<file path="src/hw/rtl/crfb_pkg.sv">
`default_nettype none
package crfb_pkg;

   // store geometry
   localparam int MAX_WIDTH   = 256;
   localparam int MAX_HEIGHT  = 256;
   localparam int STORE_DEPTH = MAX_WIDTH * MAX_HEIGHT;
   localparam int ADDR_W      = $clog2(STORE_DEPTH);
   localparam int X_W         = $clog2(MAX_WIDTH);
   localparam int Y_W         = $clog2(MAX_HEIGHT);

   // field widths
   localparam int DIM_W   = 9;
   localparam int COORD_W = 12;
   localparam int PIXEL_W = 32;

   localparam logic [PIXEL_W-1:0] BLACK_OPAQUE = 32'hFF00_0000;

   // command codes on req_mode
   localparam logic [1:0] MODE_FILL = 2'd0;
   localparam logic [1:0] MODE_BLIT = 2'd1;
   localparam logic [1:0] MODE_READ = 2'd2;

   typedef enum logic [1:0] {
      OP_FILL,
      OP_BLIT,
      OP_READ
   } op_type;

   typedef enum logic [1:0] {
      ST_CLEAR,
      ST_IDLE,
      ST_FILL,
      ST_BLIT
   } state_type;

   // clipped command as queued between front and back
   typedef struct packed {
      op_type               op;
      logic [X_W-1:0]       dest_x;
      logic [Y_W-1:0]       dest_y;
      logic [X_W-1:0]       source_x;
      logic [Y_W-1:0]       source_y;
      logic [X_W-1:0]       width_m1;
      logic [Y_W-1:0]       height_m1;
      logic                 rows_up;
      logic                 cols_left;
      logic                 read_zero;
      logic [PIXEL_W-1:0]   color;
   } cmd_type;

   typedef struct packed {
      logic clearing;
   } back_status_type;

endpackage
`default_nettype wire

</file>
<file path="src/hw/rtl/crfb_queue.sv">
`default_nettype none
module crfb_queue
   import crfb_pkg::*;
(
   input  wire logic    clock,
   input  wire logic    reset,
   input  wire logic    push,
   input  wire cmd_type push_cmd,
   input  wire logic    pop,
   output logic         full,
   output logic         head_valid,
   output cmd_type      head_cmd
);

   localparam int DEPTH = 4;
   localparam int PTR_W = $clog2(DEPTH);
   localparam int CNT_W = $clog2(DEPTH + 1);

   cmd_type            entry_ff [DEPTH];
   logic [PTR_W-1:0]   wr_ptr_ff, wr_ptr_in;
   logic [PTR_W-1:0]   rd_ptr_ff, rd_ptr_in;
   logic [CNT_W-1:0]   count_ff, count_in;
   logic               do_push, do_pop;

   assign full       = (count_ff == CNT_W'(DEPTH));
   assign head_valid = (count_ff != '0);
   assign head_cmd   = entry_ff[rd_ptr_ff];

   assign do_push = push && !full;
   assign do_pop  = pop && head_valid;

   // pointer and fill count
   always_comb begin
      wr_ptr_in = do_push ? wr_ptr_ff + PTR_W'(1) : wr_ptr_ff;
      rd_ptr_in = do_pop  ? rd_ptr_ff + PTR_W'(1) : rd_ptr_ff;
      count_in  = count_ff;
      if (do_push && !do_pop) begin
         count_in = count_ff + CNT_W'(1);
      end else if (do_pop && !do_push) begin
         count_in = count_ff - CNT_W'(1);
      end
   end

   always_ff @(posedge clock) begin
      if (reset) begin
         wr_ptr_ff <= '0;
         rd_ptr_ff <= '0;
         count_ff  <= '0;
      end else begin
         wr_ptr_ff <= wr_ptr_in;
         rd_ptr_ff <= rd_ptr_in;
         count_ff  <= count_in;
      end
   end

   // entry storage
   always_ff @(posedge clock) begin
      if (do_push) begin
         entry_ff[wr_ptr_ff] <= push_cmd;
      end
   end

endmodule
`default_nettype wire

</file>
<file path="config.mk">
export PLATFORM = sky130hd
export DESIGN_NAME = crfb_queue
export DESIGN_NICKNAME = d
export VERILOG_FILES = /design/src/hw/rtl/crfb_pkg.sv /design/src/hw/rtl/crfb_queue.sv
export SDC_FILE = /design/constraint.sdc
export NUM_CORES = 1
export LEC_CHECK = 0
export BUFFER_PORTS_ARGS = -buffer_cell sky130_fd_sc_hd__buf_2
export CORE_MARGIN = 1
export CORE_UTILIZATION = 54
export CTS_CLUSTER_DIAMETER = 150
export CTS_CLUSTER_SIZE = 25
export DETAILED_ROUTE_END_ITERATION = 10
export PLACE_DENSITY = 0.76
export SETUP_SLACK_MARGIN = 0.2
export SYNTH_ARGS = -nofsm -noshare
export SYNTH_HDL_FRONTEND = slang
export SYNTH_SLANG_ARGS = --single-unit
</file>
<file path="constraint.sdc">
create_clock -name clock -period 8.3 [get_ports clock]
set_input_delay 0.83 -clock clock [delete_from_list [all_inputs] [get_ports clock]]
set_output_delay 0.83 -clock clock [all_outputs]
set_load 0.005 [all_outputs]
</file>
==> flow_metrics.env, run 1 <==
export IMPL_vias_per_cell=5.63
export IMPL_p_per_area_nw_per_um2=276
export IMPL_hold_path_end="wr_ptr_ff[1]"
export IMPL_drcViolationCount=0
export IMPL_path_max_fanout=51
export IMPL_drive_gt1_share_pct=42.5
export IMPL_hp_start="wr_ptr_ff[1]"
export IMPL_cp_start_kind="flip-flop"
export IMPL_vias=5620
export IMPL_cts_tree="yes"
export IMPL_ys_warn_count=0
export IMPL_cap_viol_max_count=0
export IMPL_clock_latency_ns=0.50
export IMPL_p_seq_share_pct=56.3
export IMPL_min_path_type="reg2reg"
export IMPL_areaGrowthSynthToFinish_pct=12.6
export IMPL_num_nets_final=767
export IMPL_cts_buffer_depth=3
export IMPL_cts_resized=0
export IMPL_antenna_found_initial=1
export IMPL_port_buffers=175
export IMPL_wirelength_um=22000
export IMPL_synth_adder_area_share_pct=0.646
export IMPL_critPathKind="reg2out"
export IMPL_layout_commonest_cell="edfxtp_1"
export IMPL_setup_tns_final_ns=0
export IMPL_place_congestion=0.750
export IMPL_yosysSeqAreaShare_pct=81.3
export IMPL_r2r_end="entry_ff[0][51]"
export IMPL_drt_iter0_markers=371
export IMPL_synth_simple_area_share_pct=0.676
export IMPL_die_w_um=156
export IMPL_setup_violations=0
export IMPL_die_area_um2=24300
export IMPL_num_rows=55
export IMPL_synth_top_cell_by_area="edfxtp_1"
export IMPL_min_path_cells=2
export IMPL_post_cts_buffers=0
export IMPL_yosysUniqueCellTypes=23
export IMPL_status="finished, final reports clean"
export IMPL_relSlewSlack_pct=30.4
export IMPL_finalMaxSlewViolations=0
export IMPL_grt_pass1_vias=5885
export IMPL_coreArea_um2=22900
export IMPL_place_hpwl_um=13700
export IMPL_path_cells="buf_4 -> mux4_2 -> buf_2"
export IMPL_final_cell_mix="340 x edfxtp_1, 175 x buf_2, 85 x mux4_2"
export IMPL_htree_num_levels=1
export IMPL_avgSynthCellArea_um2=26.0
export IMPL_max_freq_mhz=256
export IMPL_grt_overflow_total=0
export IMPL_synth_compound_area_share_pct=0.284
export IMPL_root_buffer="clkbuf_16"
export IMPL_leakage_nw=4.73
export IMPL_ys_seq_elements=349
export IMPL_synth_mux_area_share_pct=15.1
export IMPL_post_route_min_period_ns=3.90
export IMPL_p_int_w=0.00299
export IMPL_synth_fp_nets=587
export IMPL_p_switching_w=0.000981
export IMPL_yosys_area_top_type_share_pct=79.9
export IMPL_switching_share_pct=24.7
export IMPL_clkTransAtPathRegs_ns=0.09
export IMPL_drt_first_pass_iters=4
export IMPL_dp_slack_ns=4.80
export IMPL_gr_usage_all_layers_pct=18.4
export IMPL_rsz0062_at_grt="false"
export IMPL_io_pins=176
export IMPL_die_y_um=156
export IMPL_ant_nets=0
export IMPL_critPathArrivalTime_ns=3.07
export IMPL_grt_max_degree=64
export IMPL_p_comb_share_pct=21.5
export IMPL_power_share_clock_pct=22.1
export IMPL_synth_cells=492
export IMPL_clock_sinks=349
export IMPL_end_kind="output port"
export IMPL_fin_ws_ns=4.40
export IMPL_skew_ns=0.0119
export IMPL_r2r_cells=4
export IMPL_worstMarginPinSlew_ns=1.04
export IMPL_cp_required_ns=7.47
export IMPL_synth_area_leaders="edfxtp_1 80%, mux4_2 15%, dfxtp_1 1.4%"
export IMPL_reg2reg_slack_ns=5.62
export IMPL_synth_top_family_by_area="multiplexers"
export IMPL_start_util_pct=55.8
export IMPL_crit_path_max_incr_delay_ns=1.05
export IMPL_netlist_area_um2=12800
export IMPL_final_period_utilization_pct=47.0
export IMPL_cts_buffers=17
export IMPL_cp_slowest_cell="dfxtp_4"
export IMPL_hold_buffers=0
export IMPL_hold_viol_final=0
export IMPL_wl_per_cell_um=22.0
export IMPL_synth_xor_area_share_pct=0.274
export IMPL_grt_pass1_wl_um=33400
export IMPL_r2r_start="count_ff[0]"
export IMPL_ir_drop_mv=0.207
[worst max path at each step]
| stage | endpoint | slack (ns) | depth (start not counted) | from |
|---|---|---|---|---|
| after detailed placement | head_cmd[4] | 4.80 | 3 | flip-flop |
| after global routing | head_cmd[4] | 4.12 | 3 | flip-flop |
| final | head_cmd[28] | 4.40 | 3 | flip-flop |
| after floorplan | entry_ff[0][0] | 4.70 | 3 | push |
| after CTS | head_cmd[4] | 4.25 | 3 | flip-flop |
| after global placement | head_cmd[4] | 4.84 | 3 | flip-flop |
[cell usage after synthesis]
| cell | number |
|---|---|
| a21oi_1 | 2 |
| and2_1 | 4 |
| buf_1 | 3 |
| buf_12 | 6 |
| buf_2 | 6 |
| buf_4 | 3 |
| buf_6 | 1 |
| clkbuf_1 | 1 |
| dfxtp_1 | 9 |
| edfxtp_1 | 340 |
| fa_1 | 1 |
| ha_1 | 5 |
| inv_1 | 4 |
| mux2i_1 | 2 |
| mux4_2 | 85 |
| nand2b_1 | 2 |
| nor2_1 | 6 |
| nor3b_1 | 1 |
| o21ai_0 | 2 |
| o311ai_0 | 1 |
| o31ai_1 | 1 |
| or3_1 | 3 |
| xor2_1 | 4 |
[cell type report]
| class | instances | area, um^2 |
|---|---|---|
| inverters | 4 | 15.0 |
| clock inverters | 1 | 8.76 |
| well taps | 313 | 392 |
| multi-input cells | 119 | 2180 |
| fillers | 1549 | 8520 |
| diodes | 2 | 5.00 |
| flip-flops and latches | 349 | 10400 |
| repair buffers | 181 | 921 |
| clock buffers | 29 | 470 |
[cells by family after synthesis]
family | count (synthesis)
compound gates | 6
xor+xnor | 4
fa+ha+maj | 6
buf+inv | 24
flops | 349
mux | 87
simple gates | 16
[sequential cells by signal, indices dropped and copies added, names as in the netlist, named ones only]
name,count
entry_ff,340
count_ff,3
rd_ptr_ff,2
wr_ptr_ff,2
[power by group through the flow]
| stage | clock network (W) | logic [W] | registers, W |
|---|---|---|---|
| after floorplan | 0 | 0.000657 | 0.00219 |
| after global placement | 0 | 0.000849 | 0.00227 |
| after detailed placement | 0 | 0.000873 | 0.00229 |
| after CTS | 0.000903 | 0.000876 | 0.00224 |
| after global routing | 0.000958 | 0.000926 | 0.00226 |
| final | 0.000878 | 0.000854 | 0.00223 |
[critical path: cells and delay by family, from the launching register on]
kind	cells	cell delay [ns]
buf+inv	2	0.86
flops	1	1.05
mux	1	0.61
[per-layer routing]
metal | vias to the layer above | track usage (%) | share of wire (%)
li1 | 2451 | - | -
met1 | 2967 | 25.1 | 42
met2 | 174 | 31.1 | 50
met3 | 26 | 4.00 | 6.7
met4 | 2 | 3.83 | 1.4
met5 | - | 0 | 0.077
[through the flow]
stage | cell area (um^2) | instances | total power, W | hold slack [ns] | utilization (%)
after floorplan | 12800 | 492 | 0.00285 | 0.482 | -
after global placement | 13900 | 966 | 0.00312 | 0.493 | 60.7
after detailed placement | 13900 | 966 | 0.00316 | 0.520 | 60.7
after CTS | 14400 | 996 | 0.00402 | 0.517 | 62.8
after global routing | 14400 | 996 | 0.00415 | 0.520 | 62.8
final | 14400 | 998 | 0.00397 | 0.534 | 62.8
(Power assumes the default switching activity.)
==> run 2: changes to the inputs <==
==> constraint.sdc (replaced) <==
create_clock -name clock -period 4 [get_ports clock]
set_input_delay 0.4 -clock clock [delete_from_list [all_inputs] [get_ports clock]]
set_output_delay 0.4 -clock clock [all_outputs]
set_load 0.005 [all_outputs]
==> flow_metrics.env, run 2 (synthesis gave the netlist of run 1 again) <==
export IMPL_status="finished, final reports clean"
export IMPL_critPathArrivalTime_ns=2.52
export IMPL_htree_num_levels=1
export IMPL_place_congestion=0.739
export IMPL_areaGrowthSynthToFinish_pct=13.1
export IMPL_clock_sinks=349
export IMPL_drt_iter0_markers=413
export IMPL_dp_cells=967
export IMPL_p_switching_w=0.00205
export IMPL_final_cell_mix="340 x edfxtp_1, 175 x buf_2, 85 x mux4_2"
export IMPL_cap_viol_max_count=0
export IMPL_regMostFlops="entry_ff"
export IMPL_cp_start_kind="flip-flop"
export IMPL_setup_tns_final_ns=0
export IMPL_clkTransAtPathRegs_ns=0.09
export IMPL_largest_reg_flops=340
export IMPL_wirelength_um=22300
export IMPL_grt_overflow_total=0
export IMPL_r2r_start="count_ff[0]"
export IMPL_cts_buffers=17
export IMPL_vias=5637
export IMPL_hp_start="push_cmd[0]"
export IMPL_fin_total_pwr_w=0.00827
export IMPL_start_util_pct=55.8
export IMPL_setup_violations=0
export IMPL_seq_area_um2=10400
export IMPL_fin_util_pct=63.1
export IMPL_drcViolationCount=0
export IMPL_multiInputGateArea_um2=2180
export IMPL_finalMaxSlewViolations=0
export IMPL_r2r_cells=8
export IMPL_cts_tree="yes"
export IMPL_topRoutingLayerUsed="met5"
export IMPL_min_path_cells=1
export IMPL_max_freq_mhz=343
export IMPL_num_rows=55
export IMPL_leakage_nw=4.74
export IMPL_holdWs_ns=0.113
export IMPL_grt_max_degree=62
export IMPL_reg2reg_slack_ns=1.63
export IMPL_cp_required_ns=3.60
export IMPL_stdcell_count=999
export IMPL_layout_commonest_cell="edfxtp_1"
export IMPL_ant_nets=0
export IMPL_worstMarginPinSlew_ns=0.951
export IMPL_wl_met2_um=10800
export IMPL_post_route_min_period_ns=2.92
export IMPL_cts_buffer_depth=3
export IMPL_end_kind="output port"
export IMPL_critPathKind="reg2out"
export IMPL_p_int_w=0.00621
export IMPL_switching_share_pct=24.8
export IMPL_r2r_end="count_ff[2]"
export IMPL_drive_gt1_share_pct=42.5
export IMPL_cts_resized=0
export IMPL_root_buffer="clkbuf_16"
export IMPL_gr_usage_all_layers_pct=18.8
export IMPL_num_nets_final=768
export IMPL_post_cts_buffers=0
export IMPL_hold_path_end="entry_ff[1][0]"
export IMPL_min_path_type="in2reg"
export IMPL_p_comb_share_pct=22.3
export IMPL_relSlewSlack_pct=36.6
export IMPL_ir_drop_mv=0.368
export IMPL_cp_slowest_cell="dfxtp_4"
export IMPL_rsz0062_at_grt="false"
export IMPL_die_y_um=156
export IMPL_vias_per_cell=5.64
export IMPL_die_area_um2=24300
export IMPL_clock_latency_ns=0.50
export IMPL_crit_path_max_incr_delay_ns=0.72
export IMPL_dr_wl_met3_um=1920
export IMPL_io_pins=176
export IMPL_path_delay_family="flip-flops"
export IMPL_p_per_area_nw_per_um2=572
export IMPL_wl_per_cell_um=22.3
export IMPL_grt_pass1_wl_um=33900
export IMPL_top_regs="entry_ff: 340 flops, count_ff: 3 flops"
export IMPL_met1_length_um=9180
export IMPL_crit_buf_inv=2
export IMPL_path_cells="buf_12 -> mux4_2 -> buf_2"
export IMPL_place_hpwl_um=13700
export IMPL_final_period_utilization_pct=73.0
export IMPL_hold_viol_final=0
export IMPL_power_share_clock_pct=22.1
export IMPL_coreArea_um2=22900
export IMPL_antenna_found_initial=6
export IMPL_hold_buffers=0
export IMPL_grt_pass1_vias=5893
export IMPL_p_seq_share_pct=55.6
export IMPL_die_w_um=156
export IMPL_port_buffers=175
export IMPL_path_max_fanout=58
export IMPL_fillerInstances=1525
export IMPL_skew_ns=0.00910
export IMPL_drt_first_pass_iters=4
## run 2: power groups by stage
stage                     clock (W)  combinational [W]  sequential, W
after floorplan                   0            0.00136        0.00455
after global placement            0            0.00186        0.00467
after detailed placement          0            0.00189        0.00470
after CTS                   0.00188            0.00189        0.00461
after global routing        0.00199            0.00200        0.00465
final                       0.00183            0.00184        0.00460
## run 2: metrics by stage
stage	setup slack (ns)	cell area, um^2
final	1.08	14500
after global routing	0.879	14500
after CTS	0.980	14500
after detailed placement	1.53	14000
after global placement	1.56	14000
after floorplan	0.743	12800
## run 2: worst max path at each step
| stage | startpoint | to | slack [ns] | cells after the start |
|---|---|---|---|---|
| 2_1_floorplan | count_ff[0] | entry_ff[0][0] | 0.74 | 3 |
| 3_5_place_dp | flip-flop | head_cmd[73] | 1.53 | 3 |
| 6_report | flip-flop | head_cmd[73] | 1.08 | 3 |
| 5_1_grt | flip-flop | head_cmd[75] | 0.88 | 3 |
| 4_1_cts | flip-flop | head_cmd[73] | 0.98 | 3 |
| 3_3_place_gp | flip-flop | head_cmd[73] | 1.56 | 3 |
## run 2: metal layers
layer | global-route usage, % | vias up
met5 | 0 | -
met4 | 4.01 | 4
met3 | 4.50 | 29
met2 | 30.1 | 217
met1 | 26.7 | 2934
li1 | - | 2453
## run 2: area by class of cell
type | instances | share of cell area [%]
antenna | 3 | 0.0519
sequential | 349 | 71.9
multi-input combinational | 119 | 15.1
clock buffer | 29 | 3.25
timing repair buffer | 182 | 6.85
tap | 313 | 2.71
inverter | 4 | 0.104
