==> config.mk <==
export PLATFORM = sky130hd
export DESIGN_NAME = crfb_front
export DESIGN_NICKNAME = d
export VERILOG_FILES = /design/src/hw/rtl/crfb_pkg.sv /design/src/hw/rtl/crfb_front.sv
export SDC_FILE = /design/constraint.sdc
export NUM_CORES = 1
export LEC_CHECK = 0
export CAP_MARGIN = 0
export CORE_MARGIN = 1.5
export CORE_UTILIZATION = 35
export DETAILED_ROUTE_END_ITERATION = 16
export DONT_BUFFER_PORTS = 1
export REMOVE_ABC_BUFFERS = 1
export SLEW_MARGIN = 20
export SYNTH_ARGS = -nofsm -noshare
export SYNTH_HDL_FRONTEND = slang
export SYNTH_SLANG_ARGS = --single-unit
export TNS_END_PERCENT = 50
==> constraint.sdc <==
create_clock -name vclk -period 11.95
set_clock_uncertainty 0.2 [all_clocks]
set_input_delay 2.39 -clock vclk [all_inputs]
set_output_delay 2.39 -clock vclk [all_outputs]
set_load 0.02 [all_outputs]
==> src/hw/rtl/crfb_pkg.sv <==
`default_nettype none
package crfb_pkg;

   // store geometry
   localparam int MAX_WIDTH   = 256;
   localparam int MAX_HEIGHT  = 256;
   localparam int STORE_DEPTH = MAX_WIDTH * MAX_HEIGHT;
   localparam int ADDR_W      = $clog2(STORE_DEPTH);
   localparam int X_W         = $clog2(MAX_WIDTH);
   localparam int Y_W         = $clog2(MAX_HEIGHT);

   // field widths
   localparam int DIM_W   = 9;
   localparam int COORD_W = 12;
   localparam int PIXEL_W = 32;

   localparam logic [PIXEL_W-1:0] BLACK_OPAQUE = 32'hFF00_0000;

   // command codes on req_mode
   localparam logic [1:0] MODE_FILL = 2'd0;
   localparam logic [1:0] MODE_BLIT = 2'd1;
   localparam logic [1:0] MODE_READ = 2'd2;

   typedef enum logic [1:0] {
      OP_FILL,
      OP_BLIT,
      OP_READ
   } op_type;

   typedef enum logic [1:0] {
      ST_CLEAR,
      ST_IDLE,
      ST_FILL,
      ST_BLIT
   } state_type;

   // clipped command as queued between front and back
   typedef struct packed {
      op_type               op;
      logic [X_W-1:0]       dest_x;
      logic [Y_W-1:0]       dest_y;
      logic [X_W-1:0]       source_x;
      logic [Y_W-1:0]       source_y;
      logic [X_W-1:0]       width_m1;
      logic [Y_W-1:0]       height_m1;
      logic                 rows_up;
      logic                 cols_left;
      logic                 read_zero;
      logic [PIXEL_W-1:0]   color;
   } cmd_type;

   typedef struct packed {
      logic clearing;
   } back_status_type;

endpackage
`default_nettype wire

==> src/hw/rtl/crfb_front.sv <==
`default_nettype none
module crfb_front
   import crfb_pkg::*;
(
   input  wire logic               accept,
   input  wire logic [1:0]         mode,
   input  wire logic [COORD_W-1:0] dest_x,
   input  wire logic [COORD_W-1:0] dest_y,
   input  wire logic [COORD_W-1:0] source_x,
   input  wire logic [COORD_W-1:0] source_y,
   input  wire logic [COORD_W-1:0] rect_width,
   input  wire logic [COORD_W-1:0] rect_height,
   input  wire logic [PIXEL_W-1:0] fill_color,
   input  wire logic [DIM_W-1:0]   surface_width,
   input  wire logic [DIM_W-1:0]   surface_height,
   output logic                    push,
   output cmd_type                 cmd
);

   localparam logic [DIM_W-1:0] MAX_W = DIM_W'(MAX_WIDTH);
   localparam logic [DIM_W-1:0] MAX_H = DIM_W'(MAX_HEIGHT);

   logic [DIM_W-1:0] w_eff, h_eff;
   logic             dest_in, src_in;
   logic [DIM_W-1:0] dx_room, dy_room, sx_room, sy_room;
   logic [DIM_W-1:0] x_room, y_room;
   logic [DIM_W-1:0] clip_w, clip_h;
   logic [DIM_W-1:0] clip_w_m1, clip_h_m1;
   logic             is_blit;
   logic             keep;

   // a register above the store size works as the store size
   assign w_eff = (surface_width > MAX_W) ? MAX_W : surface_width;
   assign h_eff = (surface_height > MAX_H) ? MAX_H : surface_height;

   assign dest_in = (dest_x < COORD_W'(w_eff)) && (dest_y < COORD_W'(h_eff));
   assign src_in  = (source_x < COORD_W'(w_eff)) && (source_y < COORD_W'(h_eff));

   // room left to the surface edge, meaningful only for an origin inside
   assign dx_room = w_eff - dest_x[DIM_W-1:0];
   assign dy_room = h_eff - dest_y[DIM_W-1:0];
   assign sx_room = w_eff - source_x[DIM_W-1:0];
   assign sy_room = h_eff - source_y[DIM_W-1:0];

   assign is_blit = (mode == MODE_BLIT);

   // blit clips against both rectangles, fill only against the destination
   assign x_room = (is_blit && (sx_room < dx_room)) ? sx_room : dx_room;
   assign y_room = (is_blit && (sy_room < dy_room)) ? sy_room : dy_room;

   assign clip_w = (rect_width < COORD_W'(x_room))  ? rect_width[DIM_W-1:0]  : x_room;
   assign clip_h = (rect_height < COORD_W'(y_room)) ? rect_height[DIM_W-1:0] : y_room;

   assign clip_w_m1 = clip_w - DIM_W'(1);
   assign clip_h_m1 = clip_h - DIM_W'(1);

   // classify: what gets queued and in which form
   always_comb begin
      cmd.op        = OP_FILL;
      cmd.dest_x    = dest_x[X_W-1:0];
      cmd.dest_y    = dest_y[Y_W-1:0];
      cmd.source_x  = source_x[X_W-1:0];
      cmd.source_y  = source_y[Y_W-1:0];
      cmd.width_m1  = clip_w_m1[X_W-1:0];
      cmd.height_m1 = clip_h_m1[Y_W-1:0];
      cmd.rows_up   = 1'b0;
      cmd.cols_left = 1'b0;
      cmd.read_zero = !dest_in;
      cmd.color     = fill_color;
      keep          = 1'b0;
      unique case (mode)
         MODE_FILL: begin
            cmd.op = OP_FILL;
            keep   = dest_in && (clip_w != '0) && (clip_h != '0);
         end
         MODE_BLIT: begin
            cmd.op        = OP_BLIT;
            cmd.rows_up   = dest_y > source_y;
            cmd.cols_left = dest_x > source_x;
            keep          = dest_in && src_in && (clip_w != '0) && (clip_h != '0);
         end
         MODE_READ: begin
            cmd.op = OP_READ;
            keep   = 1'b1;
         end
         default: begin
            keep = 1'b0;
         end
      endcase
   end

   assign push = accept && keep;

endmodule
`default_nettype wire

==> flow_summary_export.csv, run 1 <==
group,metric,value,unit
synth,synth_top_family_by_area,"adder cells",
final_layout,final_cell_mix,"123 x ha_1, 88 x inv_1, 47 x nand2_1, 35 x a21oi_1, 28 x a21o_1",
timing,post-route-period-util,95.5,%
route,drtAntennaViolNets,0,
final_layout,layout-drive-gt1-share,7.84,%
route,drc,0,
die,coreArea,14500,um^2
worst_hold_path,min_to,"cmd[54]",
route,dr.first_iter.drc_count,170,
job,maxCapViolCount,0,
critical_path,critPathMaxFanout,7,
route,routedWlPerCell,17.2,um
timing,hold_ws,4.58,ns
placement,io_buffers,0,
worst_hold_path,hold_depth,0,
die,die_w,125,um
timing,max_freq,87.6,MHz
critical_path,cp_slowest_stage_delay,0.41,ns
critical_path,setup.worst_path.class,"input pin to output pin",
final_layout,clkbuf_count,0,
critical_path,arrival,8.83,ns
synth,synth_cell_types,69,
timing,slew_viol_final,0,
synth,synth_area,5200,um^2
final_layout,fillers,1597,
synth,synth_cells,687,
synth,postSynthAreaPerCell,7.56,um^2
pwr,peakVddDrop,0.0287,mV
critical_path,endpoint_kind,"output pin",
grt,grt_use_total,17.4,%
die,start_util,35.8,%
route,first_pass_iters,4,
worst_hold_path,hold_path.class,"input pin to output pin",
timing,rsz0062_at_grt,"no",
grt,grt_overflow,0,
final_layout,regArea,0,um^2
clock_network,cts_setup_buffers,0,
grt,grt_pass1_wl,22700,um
synth,synth_compound_area_share,23.1,%
die,fp.dieH,125,um
pwr,p_leak,0.00269,uW
synth,synthSimpleGateAreaFrac,17.3,%
final_layout,seq_cells,0,
clock_network,post_cts_resized,0,
run_status,outcome,"finished, final reports clean",
die,rows,44,
die,die_area,15600,um^2
synth,yosysSeqAreaShare,0,%
synth,synth_xor_area_share,6.57,%
synth,synth_fa_ha_area_share,31.8,%
route,vias_per_cell,5.39,
critical_path,required,9.36,ns
die,io_pins,211,
worst_hold_path,min-delay-start,"source_y[3]",
synth,synthMuxAreaShare,5.15,%
critical_path,crit_path_start_kind,"input pin",
route,finalWirelength,14100,um
timing,worst_slew_pin_slew,0.715,ns
critical_path,worst_path_most_repeated_cell,"a21oi_1",
timing,slew-limit-headroom,51.7,%
critical_path,crit_slowest_cell,"or4_1",
pwr,powerDensity,78.8,nW/um^2
route,vias,4431,
timing,setup_viol_count_final,0,
final_layout,area_growth,-1.78,%
placement,gp_congestion,0.889,
final_layout,fin_nets,893,
timing,hold_viol,0,
synth,ys_warn_count,0,
final_layout,layout_commonest_cell,"ha_1",
final_layout,antenna-diode-count,0,
timing,fin_crit,11.42,ns
grt,grt_pass1_vias,4514,
grt,grt_max_degree,15,
clock_network,cts-hold-fix-buffers,0,
timing,setup_tns,0,ns
placement,dp_hpwl,12700,um
grt,antenna_found_initial,0,
-- cell families (layout without fill, tap and decap cells) --
group / Yosys count / count (layout)
buffers and inverters: 158 / 109
adders and majority gates: 130 / 130
xor gates and xnor gates: 39 / 39
muxes: 26 / 26
and+or+nand+nor: 168 / 168
AOI/OAI and AO/OA: 166 / 166
-- metal layers --
metal / share of wire, % / global-route usage, % / vias up / wire length (um)
met5: 0 / 3.27 / - / 0
met4: 0.59 / 0.668 / 0 / 84
met3: 9.0 / 5.63 / 6 / 1280
met2: 45 / 29.6 / 152 / 6330
met1: 46 / 22.4 / 2003 / 6430
li1: - / - / 2270 / -
-- final cells by class --
| class | instances | area (um^2) | area share [%] |
|---|---|---|---|
| timing repair buffer | 19 | 143 | 2.79 |
| inverter | 90 | 338 | 6.62 |
| multi-input combinational | 529 | 4390 | 86.1 |
| tap | 184 | 230 | 4.51 |
-- worst max-delay path, delay by kind of cell --
family	cells	cell delay, ns
AND/OR/NAND/NOR	11	2.10
AO/OA/AOI/OAI	13	2.00
adder cells (fa/ha/maj)	5	1.20
buffers and inverters	5	0.75
multiplexers	1	0.19
XOR/XNOR	1	0.16
-- power breakdown --
| part | internal, uW | switching [uW] | total, uW |
|---|---|---|---|
| combinational | 168 | 234 | 402 |
| clock | 0 | 0 | 0 |
| sequential | 0 | 0 | 0 |
| total | 168 | 234 | 402 |
-- synth_stat cells, drive strengths merged, types with 3 or more instances --
cell,instances,share of area [%]
o21bai,5,0.72
a21oi,35,3.4
o21a,27,3.9
nand2,47,3.4
xor2,12,2.0
o21ai,28,2.8
nor2b,15,2.0
o211ai,3,0.53
mux2,6,1.3
xnor2,27,4.6
a211oi,8,1.5
a31oi,6,1.4
inv,88,6.4
o311a,3,0.58
or4,6,1.0
or3,8,0.96
ha,124,30
nor4,11,1.3
mux2i,20,3.9
and3,4,0.48
fa,4,1.5
nor2,20,1.4
nor4b,3,0.51
buf,66,9.4
nand2b,11,1.3
nand3,13,1.3
and2,3,0.36
o31ai,3,0.53
nand4,8,0.96
a21o,28,4.0
nor3,11,1.1
-- metrics by stage --
stage          cell area [um^2]  setup WS [ns]  std cells  utilization, %  total power, uW
6_report                   5100          0.533        822            35.1              402
5_1_grt                    5100        0.00324        822            35.1              450
4_1_cts                    5070          0.365        822            34.9              399
3_5_place_dp               5070          0.377        822            34.9              397
3_3_place_gp               5070          0.513        822            34.9              395
2_1_floorplan              4700          0.294        619               -              304
-- how the worst max path moves through the flow --
stage | start | end | slack [ns] | cells past startpoint
CTS | surface_height[8] | cmd[41] | 0.36 | 34
global placement | surface_height[8] | cmd[41] | 0.51 | 34
detailed placement | surface_height[8] | cmd[41] | 0.38 | 34
finish | surface_height[8] | push | 0.53 | 36
global route | surface_height[8] | cmd[41] | 0.003 | 35
floorplan | surface_height[8] | cmd[41] | 0.29 | 32
Power figures use the tool's default switching activity.
==> inputs of run 2 (changes only) <==
--- a/config.mk
+++ b/config.mk
@@ -10,7 +10,6 @@
 export CORE_UTILIZATION = 35
 export DETAILED_ROUTE_END_ITERATION = 16
 export DONT_BUFFER_PORTS = 1
-export REMOVE_ABC_BUFFERS = 1
 export SLEW_MARGIN = 20
 export SYNTH_ARGS = -nofsm -noshare
 export SYNTH_HDL_FRONTEND = slang
==> run 2 against run 1 <==
Compared with the run above:
- combinational power down 2%
- via count down 1.9%
- non-clock buffer count down 2
- flip-flop and latch count unchanged
- global-route usage down 1.1 points
- critical path type unchanged
- critical endpoint unchanged
==> flow_summary_export.csv, run 2 (synthesis results as in run 1) <==
group,metric,value,unit
final_layout,area_growth,-2.17,%
route,vias_per_cell,5.30,
timing,rsz0062_at_grt,"no",
timing,hold_viol,0,
final_layout,layout_commonest_cell,"ha_1",
final_layout,antenna-diode-count,0,
die,fp.dieH,125,um
grt,grt_pass1_wl,21600,um
grt,grt_use_total,16.3,%
placement,dp_hpwl,11800,um
clock_network,cts_setup_buffers,0,
pwr,powerDensity,77.7,nW/um^2
critical_path,critPathMaxFanout,10,
die,coreArea,14500,um^2
critical_path,path_delay_family,"compound AO/OA/AOI/OAI gates",
final_layout,clkbuf_count,0,
critical_path,cp_slowest_stage_delay,0.40,ns
grt,grt_overflow,0,
route,dr.first_iter.drc_count,156,
placement,io_buffers,0,
timing,setup_tns,0,ns
placement,gp_congestion,0.845,
route,drtAntennaViolNets,0,
placement,post-place-cells,820,
route,finalWirelength,13100,um
final_layout,fin_nets,891,
route,drc,0,
final_layout,fin_area,5080,um^2
critical_path,path_buf_inv,5,
route,vias,4346,
grt,grt_pass1_vias,4366,
timing,post-route-period-util,95.1,%
final_layout,final_cell_mix,"124 x ha_1, 88 x inv_1, 47 x nand2_1, 32 x a21oi_1, 28 x a21o_1",
final_layout,seq_cells,0,
critical_path,endpoint_kind,"output pin",
placement,post_dp_cell_area,5060,um^2
job,maxCapViolCount,0,
route,routedWlPerCell,16.0,um
grt,grt_max_degree,14,
final_layout,regArea,0,um^2
die,rows,44,
critical_path,worst_path_most_repeated_cell,"a21oi_1",
die,die_area,15600,um^2
grt,antenna_found_initial,0,
route,highest_layer,"met4",
route,route.met2.wl,6110,um
timing,fin_crit,11.37,ns
critical_path,required,9.36,ns
critical_path,arrival,8.78,ns
final_layout,fillers,1576,
run_status,outcome,"finished, final reports clean",
die,die_w,125,um
final_layout,layout-drive-gt1-share,7.39,%
final_layout,fin_util,35.0,%
synth,synth_nets,940,
worst_hold_path,hold_path.class,"input pin to output pin",
timing,worst_slew_pin_slew,0.813,ns
pwr,peakVddDrop,0.0260,mV
route,first_pass_iters,4,
die,io_pins,211,
critical_path,crit_slowest_cell,"fa_1",
final_layout,finalNonFillerCells,820,
pwr,p_leak,0.00269,uW
timing,slew_viol_final,0,
timing,max_freq,88.0,MHz
timing,slew-limit-headroom,45.1,%
route,routedLengthMet1,5910,um
die,start_util,35.8,%
critical_path,setup.worst_path.class,"input pin to output pin",
timing,setup_viol_count_final,0,
route,dr_wl_met3,952,um
critical_path,crit_path_start_kind,"input pin",
run 2: cell type report:
class	instances	area (um^2)	share of cell area (%)
multi-input combinational	529	4380	86.2
inverter	90	342	6.72
tap	184	230	4.53
timing repair buffer	17	128	2.51
run 2: final timing paths:
path / from / end / depth (start not counted)
setup / recovery: surface_height[8] / push / 35
hold / removal: fill_color[16] / cmd[16] / 0
run 2: layer usage:
layer | global-route usage (%) | vias to the layer above
li1 | - | 2262
met1 | 21.2 | 1957
met4 | 1.54 | 0
met2 | 28.9 | 116
met5 | 0 | -
met3 | 3.05 | 11
run 2: stage by stage:
step | worst slack [ns] | hold slack [ns] | power (uW)
after detailed placement | 0.239 | 4.58 | 392
final | 0.584 | 4.58 | 395
after global placement | 0.349 | 4.58 | 392
after floorplan | 0.0537 | 4.67 | 336
after global routing | 0.0125 | 4.58 | 443
after CTS | 0.204 | 4.58 | 395
run 2: where the power goes:
| group | total (uW) | switching, uW | internal (uW) |
|---|---|---|---|
| Combinational | 395 | 231 | 164 |
| Clock | 0 | 0 | 0 |
| Sequential | 0 | 0 | 0 |
| Total | 395 | 231 | 164 |
run 2: repair_timing:
action	CTS	global route
hold buffers	0	0
setup endpoints to repair	0	6
gates resized for setup	0	7
==> inputs of run 3 (changes only) <==
==> constraint.sdc (replaced) <==
create_clock -name vclk -period 9.25
set_clock_uncertainty 0.2 [all_clocks]
set_input_delay 1.85 -clock vclk [all_inputs]
set_output_delay 1.85 -clock vclk [all_outputs]
set_load 0.02 [all_outputs]
==> run 3 against run 2 <==
Compared with the run above:
- the run now ends with setup timing left
- highest routed layer unchanged
- utilization rose by 11 points
- non-clock buffer count rose by 122
- total power rose by 94%
- final area rose by 33%
- critical path type unchanged
==> flow_summary_export.csv, run 3 (synthesis results as in run 1) <==
group,metric,value,unit
die,die_area,15600,um^2
die,io_pins,211,
critical_path,required,7.20,ns
route,drtAntennaViolNets,0,
pwr,powerDensity,114,nW/um^2
timing,rsz0062_at_grt,"yes",
final_layout,seq_cells,0,
critical_path,setup.worst_path.class,"input pin to output pin",
route,finalWirelength,15600,um
final_layout,antenna-diode-count,0,
die,fp.dieH,125,um
pwr,peakVddDrop,0.0440,mV
route,dr.first_iter.drc_count,168,
critical_path,cp_slowest_stage_delay,0.54,ns
final_layout,fillers,1452,
pwr,finalPower,768,uW
critical_path,crit_slowest_cell,"or4_4",
run_status,violations,"setup timing",
critical_path,worst_path_most_repeated_cell,"a21oi_2",
placement,dp_hpwl,13300,um
placement,io_buffers,0,
final_layout,area_growth,29.8,%
timing,slew_viol_final,0,
worst_hold_path,min-delay-start,"fill_color[15]",
die,die_w,125,um
timing,setup_tns,-1.51,ns
route,vias_per_cell,5.29,
timing,fin_crit,9.54,ns
timing,finalWorstSetupSlack,-0.291,ns
final_layout,layout-drive-gt1-share,34.7,%
grt,grt_max_degree,9,
grt,grt_pass1_vias,5148,
grt,grt_pass1_wl,25100,um
worst_hold_path,hold_path.class,"input pin to output pin",
final_layout,fin_nets,1013,
final_layout,clkbuf_count,0,
job,maxCapViolCount,0,
final_layout,regArea,0,um^2
route,drc,0,
grt,grt_use_total,19.0,%
run_status,outcome,"finished with violations",
route,routedWlPerCell,16.6,um
timing,post-route-period-util,103,%
critical_path,critPathMaxFanout,7,
final_layout,layout_commonest_cell,"buf_4",
timing,max_freq,105,MHz
route,first_pass_iters,4,
timing,setup_viol_count_final,7,
grt,antenna_found_initial,0,
grt,grt_overflow,0,
die,start_util,35.8,%
placement,gp_congestion,0.928,
final_layout,final_cell_mix,"126 x buf_4, 109 x ha_1, 82 x inv_1, 35 x nand2_1, 28 x a21o_1",
synth,synth_nets,940,
critical_path,cp-startpoint,"surface_height[8]",
timing,worst_slew_pin_slew,0.747,ns
critical_path,endpoint_kind,"output pin",
timing,slew-limit-headroom,49.6,%
die,coreArea,14500,um^2
route,vias,4983,
die,rows,44,
critical_path,crit_path_start_kind,"input pin",
timing,hold_viol,0,
critical_path,crit_path_end,"push",
pwr,p_leak,0.00344,uW
critical_path,arrival,7.49,ns
[run 3: worst min path at each step]
stage	depth (start not counted)	endpoint	slack (ns)
global placement	0	cmd[19]	3.50
CTS	0	cmd[19]	3.50
finish	0	cmd[15]	3.50
global route	0	cmd[53]	3.50
detailed placement	0	cmd[19]	3.50
floorplan	1	cmd[35]	3.57
[run 3: final cells by class]
class	count	area (um^2)	share of cell area [%]
inverters	90	374	5.55
multi-input cells	529	5030	74.5
well taps	184	230	3.41
repair buffers	139	1110	16.5
[run 3: report_power, final]
group / switching [uW] / internal (uW)
logic: 388 / 379
registers: 0 / 0
clock network: 0 / 0
[run 3: metrics by stage]
stage | hold WS (ns) | cells | instance area (um^2) | worst slack (ns) | utilization (%)
CTS | 3.50 | 936 | 6370 | -0.300 | 43.9
global placement | 3.50 | 923 | 6120 | -0.344 | 42.1
floorplan | 3.57 | 687 | 5530 | -0.317 | -
detailed placement | 3.50 | 923 | 6120 | -0.428 | 42.1
finish | 3.50 | 942 | 6750 | -0.291 | 46.4
global route | 3.50 | 942 | 6750 | -0.635 | 46.4
[run 3: worst max-delay path, delay by kind of cell]
family | cells | cell delay [ns]
mux | 1 | 0.20
compound gates | 13 | 1.94
fa+ha+maj | 5 | 1.12
buf+inv | 4 | 0.36
xor+xnor | 1 | 0.15
simple gates | 10 | 1.86
[run 3: what timing repair did]
action | CTS | global route
pin swaps | 12 | 25
setup endpoints to repair | 9 | 11
setup buffers | 14 | 6
resized for setup | 33 | 61
hold buffers | 0 | 0
endpoints found under the hold margin | 0 | 0
[run 3: per-layer routing]
metal  global-route usage, %  vias up  wire length (um)
li1                        -     2506                 -
met1                    23.9     2322              6810
met2                    34.6      129              7680
met3                    2.75       26               853
met4                    3.54        0               296
met5                       0        -                 0
